### src/rtl/core/ders_pkg.sv
// ----------------------------------------------------------------------------
// ders_pkg
// Shared types and constants for the distance error running statistics block.
// ----------------------------------------------------------------------------
package ders_pkg;

    localparam logic [1:0] FUNC_SAMPLE   = 2'd0;
    localparam logic [1:0] FUNC_CLEAR    = 2'd1;
    localparam logic [1:0] FUNC_DISABLE  = 2'd2;
    localparam logic [1:0] FUNC_RESERVED = 2'd3;

    localparam int SUM_W = 64;
    localparam int CNT_OUT_W = 24;
    localparam int VAL_OUT_W = 25;

    // datapath operations issued by the controller
    typedef enum logic [3:0] {
        OP_NONE,
        OP_LOAD,      // act on the latched transaction: clear or disable as needed
        OP_SQ,        // form dx*dx + dy*dy
        OP_SQRT_E,    // one step of the error square root
        OP_DIFF,      // |e - mean|, bump count
        OP_DIV_M,     // one step of a / n
        OP_MEAN,      // new mean, b
        OP_MUL,       // one partial product of a*b
        OP_ACC,       // saturating add into the sum
        OP_DIV_V,     // one step of sum / (n-1)
        OP_SQRT_V,    // one step of the deviation square root
        OP_OUT        // load the result register
    } op_t;

    typedef struct packed {
        op_t        op;
        logic [6:0] step;
    } ctl_cmd_t;

    typedef struct packed {
        logic sample;    // loaded transaction captures a sample
        logic cnt_gt1;   // count above one
    } dp_stat_t;

endpackage

### src/rtl/core/ders_ctrl.sv
// ----------------------------------------------------------------------------
// ders_ctrl
// Sequencer: walks the datapath through the sample update and the readout.
// ----------------------------------------------------------------------------
module ders_ctrl #(
    parameter int ERR_STEPS  = 40,
    parameter int MEAN_STEPS = 25
) (
    input  logic                aclk,
    input  logic                aresetn,
    input  logic                s_valid,
    output logic                s_ready,
    output logic                m_valid,
    input  logic                m_ready,
    input  ders_pkg::dp_stat_t  stat,
    output ders_pkg::ctl_cmd_t  cmd
);

    typedef enum logic [3:0] {
        ST_IDLE, ST_LOAD, ST_SQ, ST_SQRTE, ST_DIFF, ST_DIVM, ST_MEAN,
        ST_MUL, ST_ACC, ST_DIVV, ST_SQRTV, ST_OUT
    } state_t;

    state_t     state_reg;
    logic [6:0] step_reg;
    logic       m_valid_reg;
    logic       out_load;

    // result register free, or emptied this cycle
    assign out_load = (state_reg == ST_OUT) && (!m_valid_reg || m_ready);
    assign s_ready  = (state_reg == ST_IDLE);
    assign m_valid  = m_valid_reg;

    always_comb begin
        cmd.step = step_reg;
        case (state_reg)
            ST_LOAD:  cmd.op = ders_pkg::OP_LOAD;
            ST_SQ:    cmd.op = ders_pkg::OP_SQ;
            ST_SQRTE: cmd.op = ders_pkg::OP_SQRT_E;
            ST_DIFF:  cmd.op = ders_pkg::OP_DIFF;
            ST_DIVM:  cmd.op = ders_pkg::OP_DIV_M;
            ST_MEAN:  cmd.op = ders_pkg::OP_MEAN;
            ST_MUL:   cmd.op = ders_pkg::OP_MUL;
            ST_ACC:   cmd.op = ders_pkg::OP_ACC;
            ST_DIVV:  cmd.op = ders_pkg::OP_DIV_V;
            ST_SQRTV: cmd.op = ders_pkg::OP_SQRT_V;
            ST_OUT:   cmd.op = out_load ? ders_pkg::OP_OUT : ders_pkg::OP_NONE;
            default:  cmd.op = ders_pkg::OP_NONE;
        endcase
    end

    always_ff @(posedge aclk) begin
        if (!aresetn) begin
            state_reg   <= ST_IDLE;
            step_reg    <= '0;
            m_valid_reg <= 1'b0;
        end else begin
            if (out_load) m_valid_reg <= 1'b1;
            else if (m_ready) m_valid_reg <= 1'b0;
            case (state_reg)
                ST_IDLE: if (s_valid && s_ready) state_reg <= ST_LOAD;
                ST_LOAD: begin
                    step_reg  <= '0;
                    state_reg <= stat.sample ? ST_SQ : ST_DIVV;
                end
                ST_SQ: state_reg <= ST_SQRTE;
                ST_SQRTE: begin
                    if (step_reg == 7'(ERR_STEPS - 1)) begin
                        step_reg  <= '0;
                        state_reg <= ST_DIFF;
                    end else step_reg <= step_reg + 7'd1;
                end
                ST_DIFF: state_reg <= ST_DIVM;
                ST_DIVM: begin
                    if (step_reg == 7'(MEAN_STEPS - 1)) begin
                        step_reg  <= '0;
                        state_reg <= ST_MEAN;
                    end else step_reg <= step_reg + 7'd1;
                end
                ST_MEAN: state_reg <= ST_MUL;
                ST_MUL: begin
                    if (step_reg == 7'd1) begin
                        step_reg  <= '0;
                        state_reg <= ST_ACC;
                    end else step_reg <= step_reg + 7'd1;
                end
                ST_ACC: state_reg <= ST_DIVV;
                ST_DIVV: begin
                    if (!stat.cnt_gt1) begin
                        state_reg <= ST_OUT;
                    end else if (step_reg == 7'd63) begin
                        step_reg  <= '0;
                        state_reg <= ST_SQRTV;
                    end else step_reg <= step_reg + 7'd1;
                end
                ST_SQRTV: begin
                    if (step_reg == 7'd31) begin
                        step_reg  <= '0;
                        state_reg <= ST_OUT;
                    end else step_reg <= step_reg + 7'd1;
                end
                ST_OUT: if (out_load) state_reg <= ST_IDLE;
                default: state_reg <= ST_IDLE;
            endcase
        end
    end

    a_no_accept_busy: assert property (@(posedge aclk) disable iff (!aresetn)
        (state_reg != ST_IDLE) |-> !s_ready) else $error("ready while busy");
    a_out_after: assert property (@(posedge aclk) disable iff (!aresetn)
        $rose(m_valid_reg) |-> $past(state_reg) == ST_OUT) else $error("stray result");
    a_out_hold: assert property (@(posedge aclk) disable iff (!aresetn)
        m_valid_reg && !m_ready |=> m_valid_reg) else $error("result dropped");
    a_step_bound: assert property (@(posedge aclk) disable iff (!aresetn)
        step_reg < 7'(ERR_STEPS + 64)) else $error("step overrun");

endmodule

### src/rtl/core/ders_dp.sv
// ----------------------------------------------------------------------------
// ders_dp
// Datapath: statistics registers, a shared restoring root/divide step,
// and a split saturating multiply.
// ----------------------------------------------------------------------------
module ders_dp #(
    parameter int COUNT_BITS = 24,
    parameter int FRAC_BITS  = 8
) (
    input  logic                         aclk,
    input  logic                         aresetn,
    input  logic                         load,
    input  logic [1:0]                   s_func,
    input  logic signed [15:0]           s_cur_x,
    input  logic signed [15:0]           s_cur_y,
    input  logic signed [15:0]           s_tgt_x,
    input  logic signed [15:0]           s_tgt_y,
    input  logic                         s_moving,
    input  ders_pkg::ctl_cmd_t           cmd,
    output ders_pkg::dp_stat_t           stat,
    output logic [ders_pkg::CNT_OUT_W-1:0] m_sample_count,
    output logic [ders_pkg::VAL_OUT_W-1:0] m_mean_error,
    output logic [ders_pkg::VAL_OUT_W-1:0] m_std_dev,
    output logic                         m_captured
);
    localparam int MW = 17 + FRAC_BITS;     // mean / error width
    localparam logic [COUNT_BITS-1:0] CNT_MAX = '1;

    logic                  capture_on_reg;
    logic [COUNT_BITS-1:0] count_reg;
    logic [MW-1:0]         mean_reg;
    logic [63:0]           sq_dev_sum_reg;

    logic [1:0]  func_reg;
    logic        moving_reg, took_reg;
    logic [16:0] ax_reg, ay_reg;
    logic [63:0] v_reg;        // radicand / dividend shifting
    logic [63:0] q_reg;        // quotient / root
    logic [65:0] r_reg;        // partial remainder
    logic [MW-1:0] e_reg, a_reg, b_reg;
    logic        ge_reg;
    logic [63:0] dvsr_reg;
    logic [64:0] prod_reg;
    logic        ovf_reg;

    logic [ders_pkg::CNT_OUT_W-1:0] cnt_out_reg;
    logic [ders_pkg::VAL_OUT_W-1:0] mean_out_reg;
    logic [ders_pkg::VAL_OUT_W-1:0] sd_out_reg;
    logic                           captured_out_reg;

    logic [16:0] dxa, dya;
    logic signed [16:0] dxs, dys;
    assign dxs = 17'(s_cur_x) - 17'(s_tgt_x);
    assign dys = 17'(s_cur_y) - 17'(s_tgt_y);
    assign dxa = dxs[16] ? 17'(-dxs) : 17'(dxs);
    assign dya = dys[16] ? 17'(-dys) : 17'(dys);

    // shared trial-subtract for square root
    logic [65:0] sr_r, sr_t;
    always_comb begin
        sr_r = {r_reg[63:0], v_reg[63:62]};
        sr_t = {q_reg, 2'b01};
    end
    // shared divide step
    logic [64:0] dv_r;
    assign dv_r = {r_reg[63:0], v_reg[63]};

    always_ff @(posedge aclk) begin
        if (!aresetn) begin
            capture_on_reg   <= 1'b0;
            count_reg        <= '0;
            mean_reg         <= '0;
            sq_dev_sum_reg   <= '0;
            took_reg         <= 1'b0;
            cnt_out_reg      <= '0;
            mean_out_reg     <= '0;
            sd_out_reg       <= '0;
            captured_out_reg <= 1'b0;
        end else begin
            case (cmd.op)
                ders_pkg::OP_NONE: ;
                ders_pkg::OP_LOAD: begin
                    took_reg <= 1'b0;
                    if (func_reg == ders_pkg::FUNC_CLEAR) begin
                        capture_on_reg <= 1'b1;
                        count_reg      <= '0;
                        mean_reg       <= '0;
                        sq_dev_sum_reg <= '0;
                    end else if (func_reg == ders_pkg::FUNC_DISABLE) begin
                        capture_on_reg <= 1'b0;
                    end
                    q_reg <= '0;
                    r_reg <= '0;
                end
                ders_pkg::OP_SQ: begin
                    v_reg <= 64'(ax_reg * ax_reg) + 64'(ay_reg * ay_reg);
                    q_reg <= '0;
                    r_reg <= '0;
                end
                ders_pkg::OP_SQRT_E, ders_pkg::OP_SQRT_V: begin
                    v_reg <= {v_reg[61:0], 2'b00};
                    if (sr_r >= sr_t) begin
                        r_reg <= sr_r - sr_t;
                        q_reg <= {q_reg[62:0], 1'b1};
                    end else begin
                        r_reg <= sr_r;
                        q_reg <= {q_reg[62:0], 1'b0};
                    end
                end
                ders_pkg::OP_DIFF: begin
                    e_reg <= MW'(q_reg);
                    took_reg <= 1'b1;
                    if (count_reg != CNT_MAX) count_reg <= count_reg + 1'b1;
                    ge_reg <= MW'(q_reg) >= mean_reg;
                    a_reg  <= (MW'(q_reg) >= mean_reg) ? MW'(q_reg) - mean_reg
                                                        : mean_reg - MW'(q_reg);
                    v_reg  <= '0;
                    r_reg  <= '0;
                    q_reg  <= '0;
                end
                ders_pkg::OP_DIV_M: begin
                    // MW quotient bits: top bit here, the rest one per step
                    if (cmd.step == 7'd0) begin
                        dvsr_reg <= 64'(count_reg);
                        v_reg    <= {a_reg << 1, {(64-MW){1'b0}}};
                        if (64'(a_reg[MW-1]) >= 64'(count_reg)) begin
                            r_reg <= 66'(a_reg[MW-1]) - 66'(count_reg);
                            q_reg <= 64'd1;
                        end else begin
                            r_reg <= 66'(a_reg[MW-1]);
                            q_reg <= '0;
                        end
                    end else begin
                        v_reg <= {v_reg[62:0], 1'b0};
                        if (dv_r >= 65'(dvsr_reg)) begin
                            r_reg <= 66'(dv_r - 65'(dvsr_reg));
                            q_reg <= {q_reg[62:0], 1'b1};
                        end else begin
                            r_reg <= 66'(dv_r);
                            q_reg <= {q_reg[62:0], 1'b0};
                        end
                    end
                end
                ders_pkg::OP_MEAN: begin
                    if (ge_reg) begin
                        mean_reg <= mean_reg + MW'(q_reg);
                        b_reg    <= e_reg - (mean_reg + MW'(q_reg));
                    end else begin
                        mean_reg <= mean_reg - MW'(q_reg);
                        b_reg    <= (mean_reg - MW'(q_reg)) - e_reg;
                    end
                end
                ders_pkg::OP_MUL: begin
                    // low 16 bits of a first, then the upper part
                    if (cmd.step == 7'd0) begin
                        prod_reg <= 65'(a_reg[15:0] * b_reg);
                        ovf_reg  <= 1'b0;
                    end else begin
                        {ovf_reg, prod_reg} <= 66'(prod_reg)
                            + (66'(a_reg[MW-1:16] * b_reg) << 16);
                    end
                end
                ders_pkg::OP_ACC: begin
                    if (ovf_reg || prod_reg[64] ||
                        (65'(sq_dev_sum_reg) + 65'(prod_reg[63:0])) > 65'(64'hFFFF_FFFF_FFFF_FFFF))
                        sq_dev_sum_reg <= '1;
                    else
                        sq_dev_sum_reg <= sq_dev_sum_reg + prod_reg[63:0];
                end
                ders_pkg::OP_DIV_V: begin
                    if (cmd.step == 7'd0) begin
                        dvsr_reg <= 64'(count_reg) - 64'd1;
                        v_reg    <= {sq_dev_sum_reg[62:0], 1'b0};
                        if (64'(sq_dev_sum_reg[63]) >= 64'(count_reg) - 64'd1) begin
                            r_reg <= 66'(sq_dev_sum_reg[63]) - 66'(64'(count_reg) - 64'd1);
                            q_reg <= 64'd1;
                        end else begin
                            r_reg <= 66'(sq_dev_sum_reg[63]);
                            q_reg <= '0;
                        end
                    end else if (cmd.step == 7'd63) begin
                        // last bit: hand quotient to the root
                        v_reg <= (dv_r >= 65'(dvsr_reg)) ? {q_reg[62:0], 1'b1}
                                                         : {q_reg[62:0], 1'b0};
                        q_reg <= '0;
                        r_reg <= '0;
                    end else begin
                        v_reg <= {v_reg[62:0], 1'b0};
                        if (dv_r >= 65'(dvsr_reg)) begin
                            r_reg <= 66'(dv_r - 65'(dvsr_reg));
                            q_reg <= {q_reg[62:0], 1'b1};
                        end else begin
                            r_reg <= 66'(dv_r);
                            q_reg <= {q_reg[62:0], 1'b0};
                        end
                    end
                end
                ders_pkg::OP_OUT: begin
                    cnt_out_reg  <= (64'(count_reg) > 64'(24'hFFFFFF)) ? '1
                                  : ders_pkg::CNT_OUT_W'(count_reg);
                    mean_out_reg <= (64'(mean_reg) > 64'(25'h1FFFFFF)) ? '1
                                  : ders_pkg::VAL_OUT_W'(mean_reg);
                    sd_out_reg   <= !stat.cnt_gt1 ? '0
                                  : (q_reg > 64'(25'h1FFFFFF)) ? '1
                                  : ders_pkg::VAL_OUT_W'(q_reg);
                    captured_out_reg <= took_reg;
                end
                default: ;
            endcase
        end
    end

    // error root runs 32 integer steps then FRAC_BITS fraction steps (zeros shift in)
    always_ff @(posedge aclk) begin
        if (load) begin
            func_reg   <= s_func;
            moving_reg <= s_moving;
            ax_reg     <= dxa;
            ay_reg     <= dya;
        end
    end

    assign stat.sample  = (func_reg == ders_pkg::FUNC_SAMPLE) && capture_on_reg && moving_reg;
    assign stat.cnt_gt1 = count_reg > COUNT_BITS'(1);

    assign m_sample_count = cnt_out_reg;
    assign m_mean_error   = mean_out_reg;
    assign m_std_dev      = sd_out_reg;
    assign m_captured     = captured_out_reg;

endmodule

### src/rtl/core/distance_error_running_stats.sv
// ----------------------------------------------------------------------------
// distance_error_running_stats
// Welford running mean and standard deviation of the distance error.
// ----------------------------------------------------------------------------
// One transaction is worked on at a time; a finished result waits in an output
// register, so the next transaction can be taken while it is held. A command
// or non-capturing sample skips the error root, mean update and multiply. The
// datapath steps work one bit per cycle: error root 32 + FRAC_BITS, mean
// divide 17 + FRAC_BITS, variance divide 64 and deviation root 32. While the
// count is below two the variance divide and root are skipped. s_ready comes
// back at the edge that loads the result register, which waits while that
// register still holds an unaccepted result.
module distance_error_running_stats #(
    parameter int COUNT_BITS = 24,
    parameter int FRAC_BITS  = 8
) (
    input  logic               aclk,
    input  logic               aresetn,
    input  logic               s_valid,
    output logic               s_ready,
    input  logic [1:0]         s_func,
    input  logic signed [15:0] s_cur_x,
    input  logic signed [15:0] s_cur_y,
    input  logic signed [15:0] s_tgt_x,
    input  logic signed [15:0] s_tgt_y,
    input  logic               s_moving,
    output logic               m_valid,
    input  logic               m_ready,
    output logic [23:0]        m_sample_count,
    output logic [24:0]        m_mean_error,
    output logic [24:0]        m_std_dev,
    output logic               m_captured
);
    ders_pkg::ctl_cmd_t cmd;
    ders_pkg::dp_stat_t stat;

    ders_ctrl #(.ERR_STEPS(32 + FRAC_BITS), .MEAN_STEPS(17 + FRAC_BITS)) u_ctrl (
        .aclk, .aresetn, .s_valid, .s_ready, .m_valid, .m_ready, .stat, .cmd
    );

    ders_dp #(.COUNT_BITS(COUNT_BITS), .FRAC_BITS(FRAC_BITS)) u_dp (
        .aclk, .aresetn, .load(s_valid && s_ready), .s_func, .s_cur_x, .s_cur_y,
        .s_tgt_x, .s_tgt_y, .s_moving, .cmd, .stat, .m_sample_count,
        .m_mean_error, .m_std_dev, .m_captured
    );
endmodule
### config.mk
export PLATFORM = sky130hd
export DESIGN_NAME = distance_error_running_stats
export DESIGN_NICKNAME = d
export VERILOG_FILES = /design/src/rtl/core/ders_pkg.sv /design/src/rtl/core/ders_ctrl.sv /design/src/rtl/core/ders_dp.sv /design/src/rtl/core/distance_error_running_stats.sv
export SDC_FILE = /design/constraint.sdc
export NUM_CORES = 2
export LEC_CHECK = 0
export ABC_AREA = 1
export BUFFER_PORTS_ARGS = -buffer_cell sky130_fd_sc_hd__buf_2
export CAP_MARGIN = 20
export CORE_ASPECT_RATIO = 1.4
export CORE_MARGIN = 2
export CORE_UTILIZATION = 50
export CTS_CLUSTER_SIZE = 40
export DETAILED_ROUTE_END_ITERATION = 6
export PLACE_DENSITY = 0.66
export SETUP_SLACK_MARGIN = 0.4
export SYNTH_ARGS = -nofsm -noshare
export SYNTH_HDL_FRONTEND = slang
export SYNTH_HIERARCHICAL = 1
export SYNTH_SLANG_ARGS = --single-unit
### constraint.sdc
create_clock -name aclk -period 13.9 [get_ports aclk]
set_clock_uncertainty 0.2 [all_clocks]
set_input_delay 0.695 -clock aclk [delete_from_list [all_inputs] [get_ports aclk]]
set_output_delay 0.695 -clock aclk [all_outputs]
set_load 0.05 [all_outputs]
==> metrics.txt <==
status finished clean; routability cong. 1.03; Simple-Gate Fraction of Synth Area 23.1%; Worst Hold End u_ctrl/m_valid; worst path required time 14.19 ns; CTS sink cnt 598; Synth-to-Final Area Change 6.03%; Critical Path End Type flip-flop; largest family of logic cells by synthesized area adder cells; hold_sp m_ready; Top FF cell, synth edfxtp_1; post-synthesis mux area share 0.0340%; worst-margin pin slew 1.13 ns; drt drc 0; max-slew violation count 0; Filler Cell Count 18300; IO buf count 147; most frequent cells in the layout nand2_1 (3220), inv_1 (2731), nor2_1 (966); Via density 5.62; Die Wd 367 µm; drt total wl 357000 µm; Hold Path Depth 4; RSZ-0062 raised after global routing no; via count 87000; antenna violations before repair 14; final instance area 97700 µm²; worst stage delay on the critical path 0.89 ns; Worst Reg2Reg Path Length in Cells 22; number of flops mapped to enable cells by yosys 396; register-to-register setup slack 5.74 ns; endpoints failing setup 0; CORE AREA 183000 µm²; Synth async-reset ratio 0%; compound-cell area share of the yosys netlist 12.5%; worst-path cell chain nand2_1 > fa_1 > inv_1 > fa_1 > fa_1 > fa_1 > fa_1 > fa_1 > fa_1 > inv_1 > fa_1 > inv_1 > ha_1 > nand2_1 > o21a_1 > o21bai_1 > a21oi_1 > nand2_1 > a21o_1 > a21oi_1 > o21ai_0 > nand2_1; Gate Count Post-Synth 13100; share of layout cells above drive strength 1 3.97%; Total Routing Usage GR 38.0%; Starting DRT DRC Count 6930; Synth Area in Adders 31.0%; largest net degree at the start of global routing 100; clock period minus final worst setup slack 8.16 ns; critical path class reg2reg; setup TNS 0 ns; CTS buffer count 73; Reg-to-Reg End u_dp/v_reg[30]; max reg flops 65; Max Buffers Root-to-Sink 3; Crit path top cell by count fa_1; Area after DPL 95100 µm²; clock slew at reported path FFs 0.07 ns; register bit total from synthesis 598; Slew HR 23.9%; Mapped Nets 14900; vias in the first global route 90700; Arr. time, crit path 8.46 ns; HP Class in2reg; met3 global-route usage 5.32%; first-pass GRT wire length 539000 µm; TritonRoute pass-1 iters 6; Die H 512 µm; row cnt 186; H-Tree Depth 3; Post-Syn Area per Cell 7.04 µm²; Post-Synth XOR/XNOR Area 2.97%; Boundary Pins 148; Final Cycle Share 58.7%; Max Cap Viol 0; synth unique cells 71; hpwl dp 294000 µm; yosys warns 6; CP max-delay cell edfxtp_1; root buffer cell clkbuf_16; Final Hold Viols 0; Max Freq 0.122 GHz; ANT nets after route 0; fin nets 14800; full die area 188000 µm²; CP Launch Type flip-flop; commonest non-fill, non-tap cell in the layout nand2_1; cell area after synthesis 92100 µm²; FF-to-FF Start u_dp/ay_reg[7]; met1 Use GR 40.6%; GR Overflow Total 0; met2 usage in global routing 66.6%; crit path max fanout 17; WL/cell 23.0 µm; Worst-Skew Late Latency 0.75 ns; sequential area share after synthesis 17.3%; Setup Fix Bufs, Post-CTS 0; CTS tree done; GR peak layer met2; initial core utilization 50.3%
## layout make-up
cell class                 instances  area, µm²  share of cell area (%)
multi-input combinational       9291      64200                    65.7
sequential                       598      15900                    16.3
timing repair buffer             261       1610                    1.64
clock inverter                    40        537                   0.550
clock buffer                      96       2010                    2.06
antenna                            7       17.5                  0.0179
inverter                        2749      10300                    10.6
tap                             2444       3060                    3.13
## critical path: cells and delay by family, from the launching register on
family                     cells  cell delay, ns
adders and majority gates      9            4.78
and+or+nand+nor                4            0.76
AOI/OAI and AO/OA              6            1.06
buffers and inverters          3            0.18
DFF                            1            0.89
## stage by stage
step	setup WS (ns)	std cells	utilization, %	hold WS, ns
global route	5.44	15500	53.3	0.0699
global placement	5.88	15300	51.9	0.252
detailed placement	5.81	15300	51.9	0.255
floorplan	6.68	13100	-	0.244
CTS	5.76	15500	53.3	0.0523
finish	5.74	15500	53.3	0.0741
## cells by family (layout without fill, tap and decap cells)
logic type               count (synthesis)  in the layout
AND/OR/NAND/NOR                       5187           5187
buffers and inverters                 3191           3146
AO/OA/AOI/OAI                         2076           2076
adder cells (fa/ha/maj)               1713           1713
flip-flops                             598            598
XOR/XNOR                               312            312
multiplexers                             3              3
other                                    0              7
## cells in the mapped netlist, drive strengths merged (5+ instances only)
cell type,number,share of area [%]
a211oi,8,0.065
a21boi,22,0.18
a21o,54,0.44
a21oi,934,5.1
a221oi,30,0.29
a22o,7,0.067
a22oi,12,0.098
a31oi,57,0.39
a41oi,5,0.048
and2,9,0.061
and3,9,0.061
buf,73,0.45
clkbuf,369,1.5
dfxtp,202,4.4
edfxtp,396,13
fa,945,21
ha,768,10
inv,2745,11
nand2,3236,13
nand3,587,3.3
nand3b,21,0.17
nand4,111,0.75
nor2,1004,4.2
nor3,122,0.67
nor3b,8,0.065
nor4,36,0.25
o2111ai,22,0.21
o211ai,46,0.38
o21a,44,0.36
o21ai,724,3.9
o21bai,79,0.66
o221ai,7,0.067
o22ai,7,0.048
or2,43,0.29
xnor2,129,1.2
xor2,183,1.7
## what timing repair did
| action | in CTS | in global routing |
|---|---|---|
| hold buffers | 3 | 0 |
| resized for setup | 0 | 0 |
| hold endpoints to repair | 3 | 0 |
## per-layer routing
layer	up-vias	wire, µm	share of wire, %
met1	41600	126000	35
met2	3476	176000	49
li1	40700	-	-
met3	1139	20900	5.9
met5	-	97	0.027
met4	14	34300	9.6
## how the worst max path moves through the flow
stage,start,end,depth (start not counted)
floorplan,u_dp/ay_reg[5],u_dp/v_reg[32],28
global placement,u_dp/ay_reg[7],u_dp/v_reg[30],22
detailed placement,u_dp/ay_reg[5],u_dp/v_reg[30],22
CTS,u_dp/ay_reg[7],u_dp/v_reg[30],22
global route,u_dp/ay_reg[7],u_dp/v_reg[30],22
finish,u_dp/ay_reg[7],u_dp/v_reg[30],22
Power is left out: the tool's default activity adds up to more than one toggle a clock period on the data nets, which glitch-free logic cannot reach.
